$ cat src/rtl/mmcs_pkg.sv
`timescale 1ns / 1ps
// Shared types, codes and the class lookup for the memory-map sorter.
// Used by every module under rtl/.
package mmcs_pkg;

	localparam int MAX_REGIONS_DEF = 64;

	localparam int ADDR_W  = 64;
	localparam int TYPE_W  = 32;
	localparam int KIND_W  = 3;
	localparam int CLASS_W = 2;
	localparam int STAT_W  = 2;

	localparam int IN_DATA_W  = 160;  // start, len, source type
	localparam int OUT_DATA_W = 192;  // start, end, len
	localparam int OUT_USER_W = 7;    // class, sub-kind, status

	localparam logic [TYPE_W-1:0] TYPE_FIRST = 32'd1;
	localparam logic [TYPE_W-1:0] TYPE_LAST  = 32'd6;

	localparam logic [KIND_W-1:0] KIND_USABLE  = 3'd0;
	localparam logic [KIND_W-1:0] KIND_RESERVE = 3'd1;
	localparam logic [KIND_W-1:0] KIND_ACPI_RC = 3'd2;
	localparam logic [KIND_W-1:0] KIND_ACPI_NV = 3'd3;

	localparam logic [CLASS_W-1:0] CLASS_RAM      = 2'd0;
	localparam logic [CLASS_W-1:0] CLASS_RESERVED = 2'd1;
	localparam logic [CLASS_W-1:0] CLASS_ACPI     = 2'd2;
	localparam logic [CLASS_W-1:0] CLASS_DEFECT   = 2'd3;

	localparam logic [STAT_W-1:0] STAT_OK       = 2'd0;
	localparam logic [STAT_W-1:0] STAT_BAD_TYPE = 2'd1;
	localparam logic [STAT_W-1:0] STAT_OVERFLOW = 2'd2;

	typedef struct packed {
		logic [ADDR_W-1:0] start;
		logic [ADDR_W-1:0] len;
		logic [KIND_W-1:0] kind;
	} entry_t;

	// control broadcast to every cell of the chain
	typedef struct packed {
		logic clear;   // drop all entries
		logic insert;  // place the broadcast entry
		logic shift;   // move every entry one cell toward the head
	} cell_ctl_t;

	typedef struct packed {
		entry_t            ent;
		logic [STAT_W-1:0] status;
		logic              last;
	} beat_t;

	function automatic logic [CLASS_W-1:0] class_of_kind(input logic [KIND_W-1:0] kind);
		logic [CLASS_W-1:0] cls;
		case (kind)
			KIND_USABLE:  cls = CLASS_RAM;
			KIND_RESERVE: cls = CLASS_RESERVED;
			KIND_ACPI_RC: cls = CLASS_ACPI;
			KIND_ACPI_NV: cls = CLASS_ACPI;
			default:      cls = CLASS_DEFECT;
		endcase
		return cls;
	endfunction

endpackage

$ cat src/rtl/mmcs_out.sv
`timescale 1ns / 1ps
// Output register of the sorter: forms the end address and holds one beat.
// Depends on mmcs_pkg.
module mmcs_out import mmcs_pkg::*; (
	input  logic                  clk,
	input  logic                  arst_n,
	input  logic                  load,
	input  beat_t                 beat,
	output logic                  free,
	output logic                  m_axis_tvalid,
	input  logic                  m_axis_tready,
	output logic [OUT_DATA_W-1:0] m_axis_tdata,   // [63:0] start, [127:64] end, [191:128] len
	output logic [OUT_USER_W-1:0] m_axis_tuser,   // [1:0] class, [4:2] sub-kind, [6:5] status
	output logic                  m_axis_tlast    // last result of the run
);

	logic                valid_q;
	logic [ADDR_W-1:0]   start_q;
	logic [ADDR_W-1:0]   end_q;
	logic [ADDR_W-1:0]   len_q;
	logic [CLASS_W-1:0]  class_q;
	logic [KIND_W-1:0]   kind_q;
	logic [STAT_W-1:0]   status_q;
	logic                last_q;

	assign free = !valid_q || m_axis_tready;

	always_ff @(posedge clk or negedge arst_n) begin
		if (!arst_n) begin
			valid_q <= 1'b0;
		end else if (free) begin
			valid_q <= load;
		end
	end

	always_ff @(posedge clk) begin
		if (free && load) begin
			start_q  <= beat.ent.start;
			len_q    <= beat.ent.len;
			kind_q   <= beat.ent.kind;
			class_q  <= class_of_kind(beat.ent.kind);
			status_q <= beat.status;
			last_q   <= beat.last;
			// error beats carry all-zero payload
			if (beat.status == STAT_OK) begin
				end_q <= beat.ent.start + beat.ent.len - ADDR_W'(1);
			end else begin
				end_q <= '0;
			end
		end
	end

	assign m_axis_tvalid = valid_q;
	assign m_axis_tdata  = {len_q, end_q, start_q};
	assign m_axis_tuser  = {status_q, kind_q, class_q};
	assign m_axis_tlast  = last_q;

endmodule

$ cat config.mk
export PLATFORM = sky130hd
export DESIGN_NAME = mmcs_out
export DESIGN_NICKNAME = d
export VERILOG_FILES = /design/src/rtl/mmcs_pkg.sv /design/src/rtl/mmcs_out.sv
export SDC_FILE = /design/constraint.sdc
export NUM_CORES = 1
export LEC_CHECK = 0
export CAP_MARGIN = 30
export CORE_MARGIN = 2
export CORE_UTILIZATION = 43
export DETAILED_ROUTE_END_ITERATION = 16
export DONT_BUFFER_PORTS = 1
export SETUP_SLACK_MARGIN = 0.1
export SYNTH_ARGS = -nofsm -noshare
export SYNTH_HDL_FRONTEND = slang
export SYNTH_SLANG_ARGS = --single-unit
$ cat constraint.sdc
create_clock -name clk -period 5.6 [get_ports clk]
set_clock_uncertainty 0.15 [all_clocks]
set_input_delay 0.28 -clock clk [delete_from_list [all_inputs] [get_ports clk]]
set_output_delay 0.28 -clock clk [all_outputs]
set_load 0.05 [all_outputs]
# Word level (Yosys, flattened, before mapping)
# Index checks and enable logic that the tools add are counted.
# totals
output_inout_bits,202
in_bits,138
reg_bits,201
# classes
mux,1
n_eq_ne,3
addsub,2
n_reduce_logical,6
# ops
op,count
adder 64 bit,1
subtractor 64 x 1 -> 64 bit (second input constant),1
equality test 3 x 2 -> 1 bit (second input constant),2
one-hot mux 2 bit (3 select lines),1
equality test 3 x 1 -> 1 bit (second input constant),1
zero test 3 bit,1
zero test 2 bit,1
OR reduction 2 bit,1
logical AND 1 bit,1
zero test 1 bit,1
logical OR 1 bit,1

# Logic depth before layout (Yosys ltp)
# logic_depth
word_depth,3
ltp_mapped,13

# Least setup slack after synthesis
# OpenSTA, ideal clock, no wires.
# synth_path
path_kind,register to register
start,"register valid_q, in the netlist m_axis_tvalid"
end,register class_q[0] (enable)
stages_incl_launch_ff,3
slack_ns,-0.821
n_path_buf,0
arrival_ns,5.687
synth_period_minus_slack_ns,6.421
required_time_ns,4.866
cell_sequence,dfrtp_1 > nand2b_1 > and2_1
# synth_between
elab_chain_len,3
# synth_lines
element,line_no,text
"start, declared",mmcs_out.sv:17,logic valid_q;
"start signal, assigned",mmcs_out.sv:32,valid_q <= load;
zero test 1 bit,mmcs_out.sv:26,assign free = !valid_q || m_axis_tready;
logical OR 1 bit,mmcs_out.sv:26,
net free,mmcs_out.sv:9,"output logic free,"
logical AND 1 bit,mmcs_out.sv:37,if (free && load) begin
"end signal, assigned",mmcs_out.sv:41,class_q <= class_of_kind(beat.ent.kind);
"end, declared",mmcs_out.sv:21,logic [CLASS_W-1:0] class_q;
# The timed path passes the listed nets, and every way through them passes these cells.
# A chain may end at the register's enable or synchronous reset.

# Final worst setup path
# layout_path
start,input beat[6] in the netlist's numbering
end,register end_q[57] (data pin)
# layout_between
elab_chain_len,2
# layout_lines
element,line_no,text
"start, declared",mmcs_out.sv:8,"input beat_t beat,"
adder 64 bit,mmcs_out.sv:46,end_q <= beat.ent.start + beat.ent.len - ADDR_W'(1);
subtractor 64 x 1 -> 64 bit,mmcs_out.sv:46,
"end signal, assigned",mmcs_out.sv:46,
"end, declared",mmcs_out.sv:19,logic [ADDR_W-1:0] end_q;
# No other way between the ends.

==> impl_metrics.yaml <==
outcome:
  status: "complete, no violations"
clock_tree:
  clk_pin_slew_ps: 60
  cts_tree: "done"
  insertion_delay_ps: 520
  clockRootBuffer: "clkbuf_16"
  htreeDepth: 1
  cts_max_path_buffers: 3
  clock_sinks: 201
  numCtsBuffers: 22
  cts.repair.resized: 0
sta:
  setup_ws_ps: 2108
  worst_hold_slack_ps: 53.32
  rsz0062_at_grt: "no"
  finalSetupTns_ps: 0
  finalSetupViolCount: 0
  period_minus_slack_ps: 3492
  slew_viol_final: 0
  relSlewSlack: 0.4336
  fmax_ghz: 0.2864
  period_share: 0.6236
  tightest_slew_ps: 849.6
  hold_viol_final: 0
route:
  wl_per_cell_um: 18.28
  avgViaCountPerCell: 5.148
  vias: 8674
  drc_errors: 0
  postRouteAntennaNets: 0
  first_pass_iters: 5
  drt_iter0_markers: 511
  drt_wl_total_mm: 30.79
synth:
  syn_inst: 1172
  synth_area_leaders: "edfxtp_1 (50%), ha_1 (13%), inv_1 (8.4%)"
  synth_top_family_by_area: "compound AO/OA/AOI/OAI gates"
  yosysSeqAreaShare: 0.4998
  synthAdderAreaFrac: 0.1313
  synth-xor-area-share: 0.03484
  yosys_warnings: 0
  synth_top_cell_by_area: "edfxtp_1"
  syn_nets: 1436
  synth.area.mux_share: 0.001659
  synth_top_area_frac: 0.4978
  synth_edf_count: 200
  synth_seq_cells: 201
  async_reset_ff_frac: 0.004975
  yosys.area_share.simple: 0.09862
  avgSynthCellArea_um2: 10.29
  syn_area_mm2: 0.01207
  yosysUniqueCellTypes: 76
  synthFlopType: "edfxtp_1"
  synth_compound_area_frac: 0.1332
final_layout:
  n_fill_cell: 2459
  multiInputGateArea_mm2: 0.004823
  regArea_mm2: 0.006031
  drive_above_1_share: 0.04973
  final_cell_count_no_fill: 1685
  mostFrequentLayoutCell: "inv_1"
  diodes: 0
  final_cell_mix: "inv_1 (269), edfxtp_1 (200), dlygate4sd3_1 (137), ha_1 (125), nor2_1 (85)"
  nets: 1557
  area_growth_pct: 19.62
setup_path:
  crit_chain: "dlygate4sd3_1 > inv_1 > ha_1 > inv_1 > ha_1 > fa_1 > a21oi_1 > o22ai_1 > o21ai_1 > a211oi_2 > o31ai_4 > o21a_2 > o31a_1 > mux2i_1"
  cp-start-kind: "input pin"
  cp.arrival_ps: 3690
  critical_path.max_stage_delay_ps: 560
  required_ps: 5800
  crit_type: "in -> reg"
  cpMaxStageDelayCell: "dlygate4sd3_1"
  crit_path_max_fanout: 5
  end_kind: "flop"
place:
  io_buffers: 0
  dp_hpwl_mm: 21.25
  place_ws_ps: 2011
  place_congestion: 0.8274
  placedCellCount: 1510
global_route:
  grt_usage: 0.2018
  grt_pass1_vias: 8866
  grt_overflow_total: 0
  grt_max_degree: 76
  antenna_found_initial: 0
  grt_pass1_wl_mm: 46.51
die:
  dieArea_mm2: 0.02941
  die_w_um: 171.5
  die-height_um: 171.5
  boundaryPins: 340
  core_mm2: 0.02771
  rows: 61
  start_util: 0.4355
pwr:
  ir_worst_vdd_v: 0.0002223
  p_per_area_mw_per_mm2: 315.1
  p_leak_nw: 6.188
  total_power_mw: 4.548
job:
  drv_cap: 0
min_path:
  hold_path.class: "in -> reg"
cell families (layout without fill, tap and decap cells):
group | count (synthesis) | in the layout
buffers and inverters | 312 | 447
AND/OR/NAND/NOR | 249 | 249
AO/OA/AOI/OAI | 234 | 234
flip-flops | 201 | 201
adder cells (fa/ha/maj) | 126 | 126
XOR/XNOR | 48 | 48
multiplexers | 2 | 2
where the power goes:
part | total, mW | switching (mW) | internal, mW
sequential | 2.14 | 0.358 | 1.79
combinational | 1.02 | 0.603 | 0.415
clock | 1.39 | 0.595 | 0.791
total | 4.55 | 1.56 | 2.99
through the flow:
stage	util	cell area (µm²)
final	0.5209	14430
after global routing	0.5209	14430
after CTS	0.5209	14430
after detailed placement	0.4470	12380
after global placement	0.4470	12380
after floorplan	-	12070
Yosys cell counts, types with 2 or more instances:
master / n
a31oi_1: 7
a21o_1: 28
nor3b_1: 2
xnor2_1: 30
buf_4: 2
o21ai_0: 29
buf_2: 22
nor3_1: 30
o21a_1: 12
o21ai_1: 7
o21ai_2: 2
nand4_1: 30
mux2i_1: 2
xor2_1: 18
a21boi_0: 4
a211oi_1: 3
and3_1: 4
inv_1: 269
o211ai_1: 9
edfxtp_1: 200
nand2b_1: 5
o221a_2: 2
a211oi_2: 3
nor2b_1: 5
o31ai_1: 5
or3_1: 7
nand2_1: 44
a21oi_2: 6
o2bb2ai_1: 2
nand3_1: 19
o22ai_1: 4
nor2_1: 85
or2_2: 4
a21boi_1: 2
clkbuf_1: 17
a211o_1: 3
nor4_1: 4
o21bai_1: 10
ha_1: 125
a21oi_1: 71
and2_1: 3
o31ai_2: 2
final cells by class:
class                      count  area share
sequential                   201      0.4179
multi-input combinational    659      0.3342
timing repair buffer         140     0.09831
inverter                     269     0.06996
clock buffer                  25     0.04040
tap                          378     0.03277
clock inverter                13    0.006502
critical path: cells and delay by family:
kind                       cells  cell delay [ps]
AOI/OAI and AO/OA              7             1800
adders and majority gates      3              740
buffers and inverters          3              670
muxes                          1              200
path summary, 6_finish.rpt:
kind	start	endpoint	slack (ps)	cells past startpoint
max	beat[6]	end_q[57]$_SDFFCE_PP0P_	2110	14
min	beat[69]	end_q[63]$_SDFFCE_PP0P_	50	3
max reg2reg	m_axis_tvalid$_DFFE_PN0N_	start_q[34]$_DFFE_PP_	2670	3
min reg2reg	m_axis_tvalid$_DFFE_PN0N_	m_axis_tvalid$_DFFE_PN0N_	1090	2
max in group asynchronous	arst_n	m_axis_tvalid$_DFFE_PN0N_	4840	2
min in group asynchronous	arst_n	m_axis_tvalid$_DFFE_PN0N_	360	2
metal layers:
metal | part of all wire | up-vias | GRT usage
li1 | - | 4275 | -
met1 | 0.42 | 4012 | 0.2542
met2 | 0.47 | 332 | 0.3419
met3 | 0.081 | 55 | 0.04924
met4 | 0.027 | 0 | 0.06264
met5 | 0 | - | 0
timing repair:
action                                 4_1_cts  5_1_grt
endpoints found under the hold margin      141        0
hold buffers                               137        0
setup buffers                                0        0
sequential cells by signal, summed over array words and instances, names as in the netlist:
| name | cells |
|---|---|
| class_q | 2 |
| end_q | 64 |
| kind_q | 3 |
| len_q | 64 |
| m_axis_tlast | 1 |
| m_axis_tvalid | 1 |
| start_q | 64 |
| status_q | 2 |
(Power assumes the default switching activity.)
