$ cat config.mk
export PLATFORM = sky130hd
export DESIGN_NAME = mmcs_cell
export DESIGN_NICKNAME = d
export VERILOG_FILES = /design/src/rtl/mmcs_pkg.sv /design/src/rtl/mmcs_cell.sv
export SDC_FILE = /design/constraint.sdc
export NUM_CORES = 1
export LEC_CHECK = 0
export BUFFER_PORTS_ARGS = -buffer_cell sky130_fd_sc_hd__buf_2
export CAP_MARGIN = 20
export CORE_AREA = 2 2 209 211
export CTS_CLUSTER_DIAMETER = 150
export CTS_CLUSTER_SIZE = 40
export DETAILED_ROUTE_END_ITERATION = 8
export DIE_AREA = 0 0 211 213
export HOLD_SLACK_MARGIN = 0.1
export PLACE_DENSITY = 0.55
export SETUP_SLACK_MARGIN = 0.05
export SYNTH_ARGS = -nofsm -noshare
export SYNTH_HDL_FRONTEND = slang
export SYNTH_SLANG_ARGS = --single-unit
export TNS_END_PERCENT = 20
$ cat constraint.sdc
create_clock -name clk -period 5.4 [get_ports clk]
set_input_delay 1.08 -clock clk [delete_from_list [all_inputs] [get_ports clk]]
set_output_delay 1.08 -clock clk [all_outputs]
set_load 0.05 [all_outputs]
$ cat src/rtl/mmcs_pkg.sv
`timescale 1ns / 1ps
// Shared types, codes and the class lookup for the memory-map sorter.
// Used by every module under rtl/.
package mmcs_pkg;

	localparam int MAX_REGIONS_DEF = 64;

	localparam int ADDR_W  = 64;
	localparam int TYPE_W  = 32;
	localparam int KIND_W  = 3;
	localparam int CLASS_W = 2;
	localparam int STAT_W  = 2;

	localparam int IN_DATA_W  = 160;  // start, len, source type
	localparam int OUT_DATA_W = 192;  // start, end, len
	localparam int OUT_USER_W = 7;    // class, sub-kind, status

	localparam logic [TYPE_W-1:0] TYPE_FIRST = 32'd1;
	localparam logic [TYPE_W-1:0] TYPE_LAST  = 32'd6;

	localparam logic [KIND_W-1:0] KIND_USABLE  = 3'd0;
	localparam logic [KIND_W-1:0] KIND_RESERVE = 3'd1;
	localparam logic [KIND_W-1:0] KIND_ACPI_RC = 3'd2;
	localparam logic [KIND_W-1:0] KIND_ACPI_NV = 3'd3;

	localparam logic [CLASS_W-1:0] CLASS_RAM      = 2'd0;
	localparam logic [CLASS_W-1:0] CLASS_RESERVED = 2'd1;
	localparam logic [CLASS_W-1:0] CLASS_ACPI     = 2'd2;
	localparam logic [CLASS_W-1:0] CLASS_DEFECT   = 2'd3;

	localparam logic [STAT_W-1:0] STAT_OK       = 2'd0;
	localparam logic [STAT_W-1:0] STAT_BAD_TYPE = 2'd1;
	localparam logic [STAT_W-1:0] STAT_OVERFLOW = 2'd2;

	typedef struct packed {
		logic [ADDR_W-1:0] start;
		logic [ADDR_W-1:0] len;
		logic [KIND_W-1:0] kind;
	} entry_t;

	// control broadcast to every cell of the chain
	typedef struct packed {
		logic clear;   // drop all entries
		logic insert;  // place the broadcast entry
		logic shift;   // move every entry one cell toward the head
	} cell_ctl_t;

	typedef struct packed {
		entry_t            ent;
		logic [STAT_W-1:0] status;
		logic              last;
	} beat_t;

	function automatic logic [CLASS_W-1:0] class_of_kind(input logic [KIND_W-1:0] kind);
		logic [CLASS_W-1:0] cls;
		case (kind)
			KIND_USABLE:  cls = CLASS_RAM;
			KIND_RESERVE: cls = CLASS_RESERVED;
			KIND_ACPI_RC: cls = CLASS_ACPI;
			KIND_ACPI_NV: cls = CLASS_ACPI;
			default:      cls = CLASS_DEFECT;
		endcase
		return cls;
	endfunction

endpackage

$ cat src/rtl/mmcs_cell.sv
`timescale 1ns / 1ps
// One slot of the insertion chain: holds a region and its valid bit.
// Depends on mmcs_pkg; talks only to its two neighbors and the broadcast.
module mmcs_cell import mmcs_pkg::*; (
	input  logic      clk,
	input  logic      arst_n,
	input  cell_ctl_t ctl,
	input  entry_t    new_ent,
	input  logic      prev_ins,
	input  entry_t    prev_ent,
	input  logic      prev_valid,
	input  entry_t    next_ent,
	input  logic      next_valid,
	output logic      ins,
	output entry_t    ent,
	output logic      valid
);

	entry_t ent_q;
	logic   valid_q;

	// at or behind the insert point: empty, or starts strictly later (equal starts stay ahead)
	assign ins   = !valid_q || (ent_q.start > new_ent.start);
	assign ent   = ent_q;
	assign valid = valid_q;

	always_ff @(posedge clk or negedge arst_n) begin
		if (!arst_n) begin
			valid_q <= 1'b0;
		end else if (ctl.clear) begin
			valid_q <= 1'b0;
		end else if (ctl.insert && ins) begin
			valid_q <= prev_ins ? prev_valid : 1'b1;
		end else if (ctl.shift) begin
			valid_q <= next_valid;
		end
	end

	always_ff @(posedge clk) begin
		if (ctl.insert && ins) begin
			ent_q <= prev_ins ? prev_ent : new_ent;
		end else if (ctl.shift) begin
			ent_q <= next_ent;
		end
	end

endmodule

# Yosys cells after proc, flatten, opt, wreduce, memory -nomap -nowiden
# Cells that the tools add are included.
# op_classes
muxes	7
reduce_logical	5
n_lt_le_gt_ge	1
# ops
cell	count
two-way mux 131 bit	3
greater-than comparator 64 bit	1
two-way mux 1 bit	4
nonzero test 3 bit	1
nonzero test 2 bit	1
logical AND 1 bit	1
logical NOT 1 bit	1
logical OR 1 bit	1
# word_totals
regBits	132
input_bits	401
out_inout_bits	133
wordCells	17

# Logic depth before layout (Yosys ltp)
# Gate-level depths: netlist of run 1.
# depth
depth_word	5
mapped_depth	11
depth_no_buf	9

# Least setup slack after synthesis of run 1
# OpenSTA, ideal clock, no wires.
# synth_timing
path_type	input port to flip-flop
from	input port new_ent[129] (netlist name)
to	register ent_q (netlist bit ent[0]) (enable)
cell_stages	11
t_arrival_ns	4.593
n_path_buf	2
required_ns	4.965
setup_ns	0.435
setup_slack_ns	0.373
path_cell_list	inv_1 -> ha_1 -> nand4_1 -> nor4_1 -> and3_1 -> o31a_1 -> a31oi_1 -> a211oi_2 -> buf_4 -> buf_6 -> or2_2
# synth_between
elab_chain_len	4
# synth_rtl
item	line_no	rtl
start, declared	mmcs_cell.sv:8	input entry_t new_ent,
greater-than comparator 64 bit	mmcs_cell.sv:23	assign ins = !valid_q || (ent_q.start > new_ent.start);
logical OR 1 bit	mmcs_cell.sv:23	
logical AND 1 bit	mmcs_cell.sv:40	if (ctl.insert && ins) begin
nonzero test 2 bit (no line)	-	
end signal, assigned	mmcs_cell.sv:41	ent_q <= prev_ins ? prev_ent : new_ent;
end signal, assigned	mmcs_cell.sv:43	ent_q <= next_ent;
end, declared	mmcs_cell.sv:19	entry_t ent_q;
# No other way between the ends.
# A chain may end at the register's enable or synchronous reset.

# Worst setup path after layout of run 1
# layout_timing
from	input port new_ent[129] (netlist name)
to	output port ins
# layout_between
elab_chain_len	2
# layout_rtl
item	line_no	rtl
greater-than comparator 64 bit	mmcs_cell.sv:23	
logical OR 1 bit	mmcs_cell.sv:23	
end, declared	mmcs_cell.sv:14	output logic ins,
# No other way between the ends.

==> reports/summary.log, run 1 <==
INFO  die            core-area=0.04270mm^2
INFO  grt            antenna_found_initial=21
INFO  job            drv.max_cap_violation_count=0
INFO  setup_path     cp_max_fo=4
INFO  synthesis      syn_nets=1197
INFO  die            io-pin-count=534
INFO  cts            post_cts_resized=0
INFO  setup_path     cp_data_arrival_time=3.91ns
INFO  timing         tns=0ns
INFO  pwr            pwr_density_cell=314.8mW/mm^2
INFO  grt            global_route.usage.total=15.31%
INFO  grt            grt_first_pass_wirelength=49480um
INFO  finish         multiInputGateArea=0.004230mm^2
INFO  setup_path     critical_path.startpoint_type=input pin
INFO  synthesis      synth.cell_area=0.008630mm^2
INFO  cts            clkTransAtPathRegs=0.06ns
INFO  timing         hold_violations=0
INFO  route          via_count=7875
INFO  die            core.rowCount=76
INFO  finish         area_growth=46.09%
INFO  route          first_iter_violations=310
INFO  place          port_buffers=533
INFO  die            initial_core_util=20.21%
INFO  timing         setup-violations-final=0
INFO  grt            first_global_vias=7977
INFO  place          detailed_place_hpwl=29050um
INFO  route          drtAntennaViolNets=0
INFO  cts            cts_max_path_buffers=2
INFO  finish         area.sequential=0.003959mm^2
INFO  timing         skew=0.01346ns
INFO  timing         slew_viol_final=0
INFO  cts            holdBufCountCts=0
INFO  finish         num-nets-final=1728
INFO  die            fp.dieW=211um
INFO  timing         worst_slew_margin_rel=47.51%
INFO  synthesis      synth_cell_type_count=36
INFO  cts            post-cts-setup-buffers=0
INFO  setup_path     critical_path_class=input pin to output port
INFO  pwr            worst_ir_drop_vdd=0.0001999V
INFO  synthesis      synthesis.area_per_instance=11.79um^2
INFO  timing         worst-slew-pin-transition=0.7802ns
INFO  cts            cts_max_level=4
INFO  cts            clock_tree_from_tritoncts=built
INFO  run_status     run_status=finished clean
INFO  cts            clk_latency=0.46ns
INFO  setup_path     cp_data_required_time=4.32ns
INFO  pwr            leakage=0.005889uW
INFO  route          route.final.wire_length=35300um
INFO  finish         n_fill_cell=4487
INFO  setup_path     critPathCaptureType=output port
INFO  grt            grt_start_max_net_pins=90
INFO  finish         finish.cell_count_without_fillers=1830
INFO  synthesis      ys_ff_latch=132
INFO  timing         finalCritPeriodShare=92.33%
INFO  synthesis      postSynthCellCount=732
INFO  finish         share_of_layout_cells_above_drive_strength_1=54.86%
INFO  timing         grt_setup_unrepaired=false
INFO  die            floorplan.die.height=213um
INFO  cts            cts_sinks=132
INFO  timing         period_minus_slack=4.986ns
INFO  timing         clock.fmax=0.2006GHz
INFO  synthesis      number_of_enable_flip_flop_cells_after_synthesis=131
INFO  synthesis      yosys_most_used_dff=sky130_fd_sc_hd__edfxtp_1
INFO  route          drt_pre_antenna_iters=5
INFO  synthesis      yosys_warnings=0
INFO  synthesis      synth_seq_area_share=45.88%
INFO  cts            cts.root.buffer_cell=sky130_fd_sc_hd__clkbuf_16
INFO  die            floorplan.die_area=0.04494mm^2
INFO  place          routability_congestion=0.8635
INFO  route          routed_wire_length_per_instance=19.29um
INFO  cts            inserted_clock_buffers=17
INFO  route          drc=0
INFO  grt            grt_ovf=0
INFO  place          placed_cell_count=1790
INFO  synthesis      asyncSetResetFlopFracSynth=0.7576%
INFO  route          vias_per_cell=4.303
INFO  worst_hold_path hp-class=input pin to asynchronous set/reset pin
metal layers:
layer  GRT usage (%)  part of all wire, %
met1           15.86                   37
met2           28.16                   52
met4           5.051                  2.8
met3           6.001                  8.5
met5               0                 0.21
sequential cells by signal (all words and copies together) (netlist names):
name	flops
ent	131
valid	1
per-stage QoR:
step	area, um^2	total power (uW)	hold slack (ns)	setup slack (ns)	utilization [%]
2_1_floorplan	8630	2282	0.7844	0.3725	-
3_3_place_gp	11970	2725	0.8566	0.3928	28.04
3_5_place_dp	11970	2737	0.8556	0.3788	28.04
4_1_cts	12590	4033	0.3563	0.3711	29.48
5_1_grt	12600	4157	0.3630	0.2281	29.50
6_report	12610	3969	0.3960	0.4141	29.53
cell type report:
type                    instances  area share, %
flip-flops and latches        132          31.40
multi-input cells             497          33.55
repair buffers                548          22.60
inverters                      67          1.995
clock inverters                12          1.409
well taps                     546          5.419
diodes                          8         0.1588
clock buffers                  20          3.464
path summary, 6_finish.rpt:
| kind | from | endpoint | slack, ns | cells after the start |
|---|---|---|---|---|
| worst max-delay path | new_ent[129] | ins | 0.41 | 10 |
| worst min-delay path | arst_n | valid | 0.40 | 1 |
| worst max register to register | ent[129] | ent[50] | 1.61 | 10 |
| worst min register to register | valid | valid | 1.20 | 4 |
| max in group asynchronous | arst_n | valid | 4.92 | 1 |
| min in group clk | next_ent[54] | ent[54] | 0.90 | 2 |
cells by family after synthesis:
group	after synthesis	share of synthesized area, %
AO/OA/AOI/OAI	116	7.423
adder cells (fa/ha/maj)	64	9.279
buffers and inverters	103	5.292
flip-flops	132	45.87
multiplexers	201	26.21
AND/OR/NAND/NOR	116	5.916
synthesized netlist by cell type, drive strengths merged, types with 4 or more instances:
cell    instances  area (um^2)
mux2          200         2252
edfxtp        131         3934
nand2          78        292.8
o21ai          70        350.3
inv            67        251.5
ha             64        800.8
a21oi          28        140.1
clkbuf         22        82.58
buf            14        122.6
nand4          14        87.58
nand3           7        35.03
nor2            6        22.52
nor4            4        25.02
layout by cell type (no fill, tap or decap), types with 3 or more instances in the layout:
master                       instances
sky130_fd_sc_hd__buf_2             532
sky130_fd_sc_hd__edfxtp_1          131
sky130_fd_sc_hd__mux2_2            121
sky130_fd_sc_hd__mux2_1             79
sky130_fd_sc_hd__nand2_1            78
sky130_fd_sc_hd__o21ai_0            70
sky130_fd_sc_hd__inv_1              67
sky130_fd_sc_hd__ha_1               64
sky130_fd_sc_hd__a21oi_1            28
sky130_fd_sc_hd__clkbuf_16          17
sky130_fd_sc_hd__nand4_1            14
sky130_fd_sc_hd__buf_4              10
sky130_fd_sc_hd__diode_2             8
sky130_fd_sc_hd__nand3_1             7
sky130_fd_sc_hd__nor2_1              6
sky130_fd_sc_hd__buf_12              5
sky130_fd_sc_hd__nor4_1              4
sky130_fd_sc_hd__bufinv_16           4
sky130_fd_sc_hd__a21o_1              3
sky130_fd_sc_hd__clkbuf_1            3
sky130_fd_sc_hd__clkinvlp_4          3
sky130_fd_sc_hd__inv_6               3
worst max-delay path, stage by stage:
cell and delay, ns:
sky130_fd_sc_hd__buf_2 0.08, sky130_fd_sc_hd__inv_1 0.08, sky130_fd_sc_hd__ha_1 0.33, sky130_fd_sc_hd__nand4_1 0.18, sky130_fd_sc_hd__nor4_1 0.74, sky130_fd_sc_hd__and3_1 0.36, sky130_fd_sc_hd__o31a_1 0.16, sky130_fd_sc_hd__a31oi_1 0.09
sky130_fd_sc_hd__a21oi_1 0.44, sky130_fd_sc_hd__buf_2 0.35
report_power, final:
part	leakage [uW]	switching (uW)	total, uW	internal, uW
Clock	0.000289	495	1270	774
Sequential	0.00134	68.6	1380	1310
Combinational	0.00426	884	1320	440
Total	0.00589	1450	3970	2520
Note: power is estimated with default switching activity, not from simulation.
==> run 2, diff against run 1 <==
--- a/config.mk
+++ b/config.mk
@@ -13,7 +13,8 @@
 export DETAILED_ROUTE_END_ITERATION = 8
 export DIE_AREA = 0 0 211 213
 export HOLD_SLACK_MARGIN = 0.1
-export PLACE_DENSITY = 0.55
+export PLACE_DENSITY_LB_ADDON = 0.2
+export RECOVER_POWER = 50
 export SETUP_SLACK_MARGIN = 0.05
 export SYNTH_ARGS = -nofsm -noshare
 export SYNTH_HDL_FRONTEND = slang
==> reports/summary.log, run 2 (same netlist as run 1, synthesis figures left out) <==
INFO  pwr            internal_power=2384uW
INFO  pwr            seq_power_share=35.6%
INFO  cts            post_cts_resized=0
INFO  route          drc=0
INFO  die            core.rowCount=76
INFO  route          first_iter_violations=324
INFO  finish         area_growth=43.22%
INFO  die            io-pin-count=534
INFO  timing         hold_violations=0
INFO  setup_path     critical_path_class=input pin to output port
INFO  grt            grt_start_max_net_pins=112
INFO  route          vias_per_cell=4.197
INFO  setup_path     r2r_cells=10
INFO  route          drt_pre_antenna_iters=4
INFO  route          via_count=7689
INFO  pwr            combinational_group_share_of_total_power=33.2%
INFO  cts            cts_sinks=132
INFO  pwr            leakage=0.005478uW
INFO  setup_path     rr_startpoint=ent[128]
INFO  die            initial_core_util=20.21%
INFO  setup_path     cp_max_fo=4
INFO  job            drv.max_cap_violation_count=0
INFO  grt            grt_ovf=0
INFO  die            fp.dieW=211um
INFO  finish         final_area=0.01236mm^2
INFO  pwr            fin_total_pwr=3844uW
INFO  setup_path     critical_path.startpoint_type=input pin
INFO  finish         largest_register_ffs=131
INFO  pwr            pwr_density_cell=311.1mW/mm^2
INFO  timing         finalCritPeriodShare=86.03%
INFO  cts            post-cts-setup-buffers=0
INFO  finish         layout_commonest_cell=sky130_fd_sc_hd__buf_2
INFO  setup_path     critPathCaptureType=output port
INFO  timing         grt_setup_unrepaired=false
INFO  route          drtAntennaViolNets=0
INFO  finish         share_of_layout_cells_above_drive_strength_1=44.00%
INFO  timing         skew=0.01440ns
INFO  run_status     run_status=finished clean
INFO  route          routed_wire_length_per_instance=19.14um
INFO  setup_path     cp_data_required_time=4.32ns
INFO  timing         slew_viol_final=0
INFO  place          routability_congestion=0.8123
INFO  cts            clk_latency=0.45ns
INFO  route          route.final.wire_length=35070um
INFO  timing         worst_hold_slack=0.4349ns
INFO  cts            inserted_clock_buffers=17
INFO  place          port_buffers=533
INFO  timing         period_minus_slack=4.645ns
INFO  timing         setup-violations-final=0
INFO  route          route.top_layer_used=met5
INFO  pwr            power.net_switching=1460uW
INFO  grt            global_route.usage.total=15.33%
INFO  pwr            clockPowerShare=31.2%
INFO  grt            antenna_found_initial=17
INFO  finish         final_cell_mix=sky130_fd_sc_hd__buf_2, sky130_fd_sc_hd__clkbuf_1, sky130_fd_sc_hd__edfxtp_1, sky130_fd_sc_hd__mux2_2, sky130_fd_sc_hd__mux2_1
INFO  die            floorplan.die_area=0.04494mm^2
INFO  setup_path     cp_data_arrival_time=3.57ns
INFO  timing         worst-slew-pin-transition=1.158ns
INFO  pwr            worst_ir_drop_vdd=0.0002142V
INFO  cts            cts.root.buffer_cell=sky130_fd_sc_hd__clkbuf_16
INFO  grt            grt_first_pass_wirelength=49800um
INFO  cts            cts_max_path_buffers=2
INFO  grt            first_global_vias=8136
INFO  finish         num-nets-final=1728
INFO  route          m1_wire_length=12800um
INFO  place          place_area=0.01199mm^2
INFO  worst_hold_path hp-class=input pin to asynchronous set/reset pin
INFO  place          detailed_place_hpwl=28530um
INFO  route          wl_met3=3176um
INFO  cts            holdBufCountCts=0
INFO  die            floorplan.die.height=213um
INFO  cts            clkTransAtPathRegs=0.06ns
INFO  timing         worst_slew_margin_rel=22.80%
INFO  route          route.met2.wl=18310um
INFO  timing         clock.fmax=0.2153GHz
INFO  setup_path     setup.reg_to_reg.worst_slack=1.17ns
INFO  cts            clock_tree_from_tritoncts=built
INFO  setup_path     r2r_end=ent[46]
INFO  cts            cts_max_level=4
INFO  pwr            swShare=37.98%
INFO  timing         tns=0ns
INFO  die            core-area=0.04270mm^2
-- run 2: changes by cell type in the layout (fill, tap and decap cells not counted), moves of 2 or more --
cell,change
sky130_fd_sc_hd__clkbuf_1,+135
sky130_fd_sc_hd__buf_2,-133
sky130_fd_sc_hd__buf_4,-7
sky130_fd_sc_hd__clkinv_4,+5
sky130_fd_sc_hd__diode_2,+3
sky130_fd_sc_hd__bufinv_16,-2
sky130_fd_sc_hd__clkbuf_4,+2
-- run 2: how the worst max path moves through the flow --
stage,startpoint,endpoint,slack (ns),cells past startpoint
finish,new_ent[130],ins,0.75,10
global route,new_ent[128],ent[22],0.43,12
CTS,new_ent[129],ins,0.66,10
detailed placement,new_ent[129],ins,0.67,10
global placement,new_ent[129],ins,0.74,10
floorplan,new_ent[129],ent[0],0.37,11
-- run 2: power groups by stage --
stage / Sequential, uW / Clock, uW / Combinational, uW
2_1_floorplan: 1860 / 0 / 421
3_5_place_dp: 1390 / 0 / 1350
3_3_place_gp: 1390 / 0 / 1340
4_1_cts: 1370 / 1250 / 1350
5_1_grt: 1390 / 1280 / 1380
6_report: 1370 / 1200 / 1280
-- run 2: routing by layer --
| metal | track usage (%) | vias to the layer above |
|---|---|---|
| met5 | 0 | - |
| met4 | 5.391 | 2 |
| met1 | 15.85 | 3544 |
| met3 | 6.472 | 36 |
| met2 | 27.71 | 333 |
| li1 | - | 3774 |
-- run 2: layout make-up --
cell class | instances | area (um^2)
Clock inverter | 14 | 153.9
Clock buffer | 17 | 425.4
Sequential cell | 132 | 3959
Fill cell | 4586 | 30340
Timing Repair Buffer | 548 | 2649
Multi-Input combinational cell | 497 | 4210
Inverter | 67 | 251.5
Antenna cell | 11 | 27.53
Tap cell | 546 | 683.2
-- run 2: critical path: stages --
cell and delay (ns):
sky130_fd_sc_hd__buf_2 0.08, sky130_fd_sc_hd__inv_1 0.04, sky130_fd_sc_hd__ha_1 0.30, sky130_fd_sc_hd__nand4_1 0.20
sky130_fd_sc_hd__nor4_1 0.59, sky130_fd_sc_hd__and3_1 0.34, sky130_fd_sc_hd__o31a_1 0.17, sky130_fd_sc_hd__a31oi_1 0.06
sky130_fd_sc_hd__a21oi_1 0.36, sky130_fd_sc_hd__buf_2 0.35
-- run 2: per-stage QoR --
step                utilization (%)  instances  setup WS (ns)
floorplan                         -        732         0.3725
global placement              28.09       1790         0.7354
detailed placement            28.09       1790         0.6663
CTS                           29.45       1821         0.6593
global route                  28.92       1828         0.4293
finish                        28.95       1832         0.7546
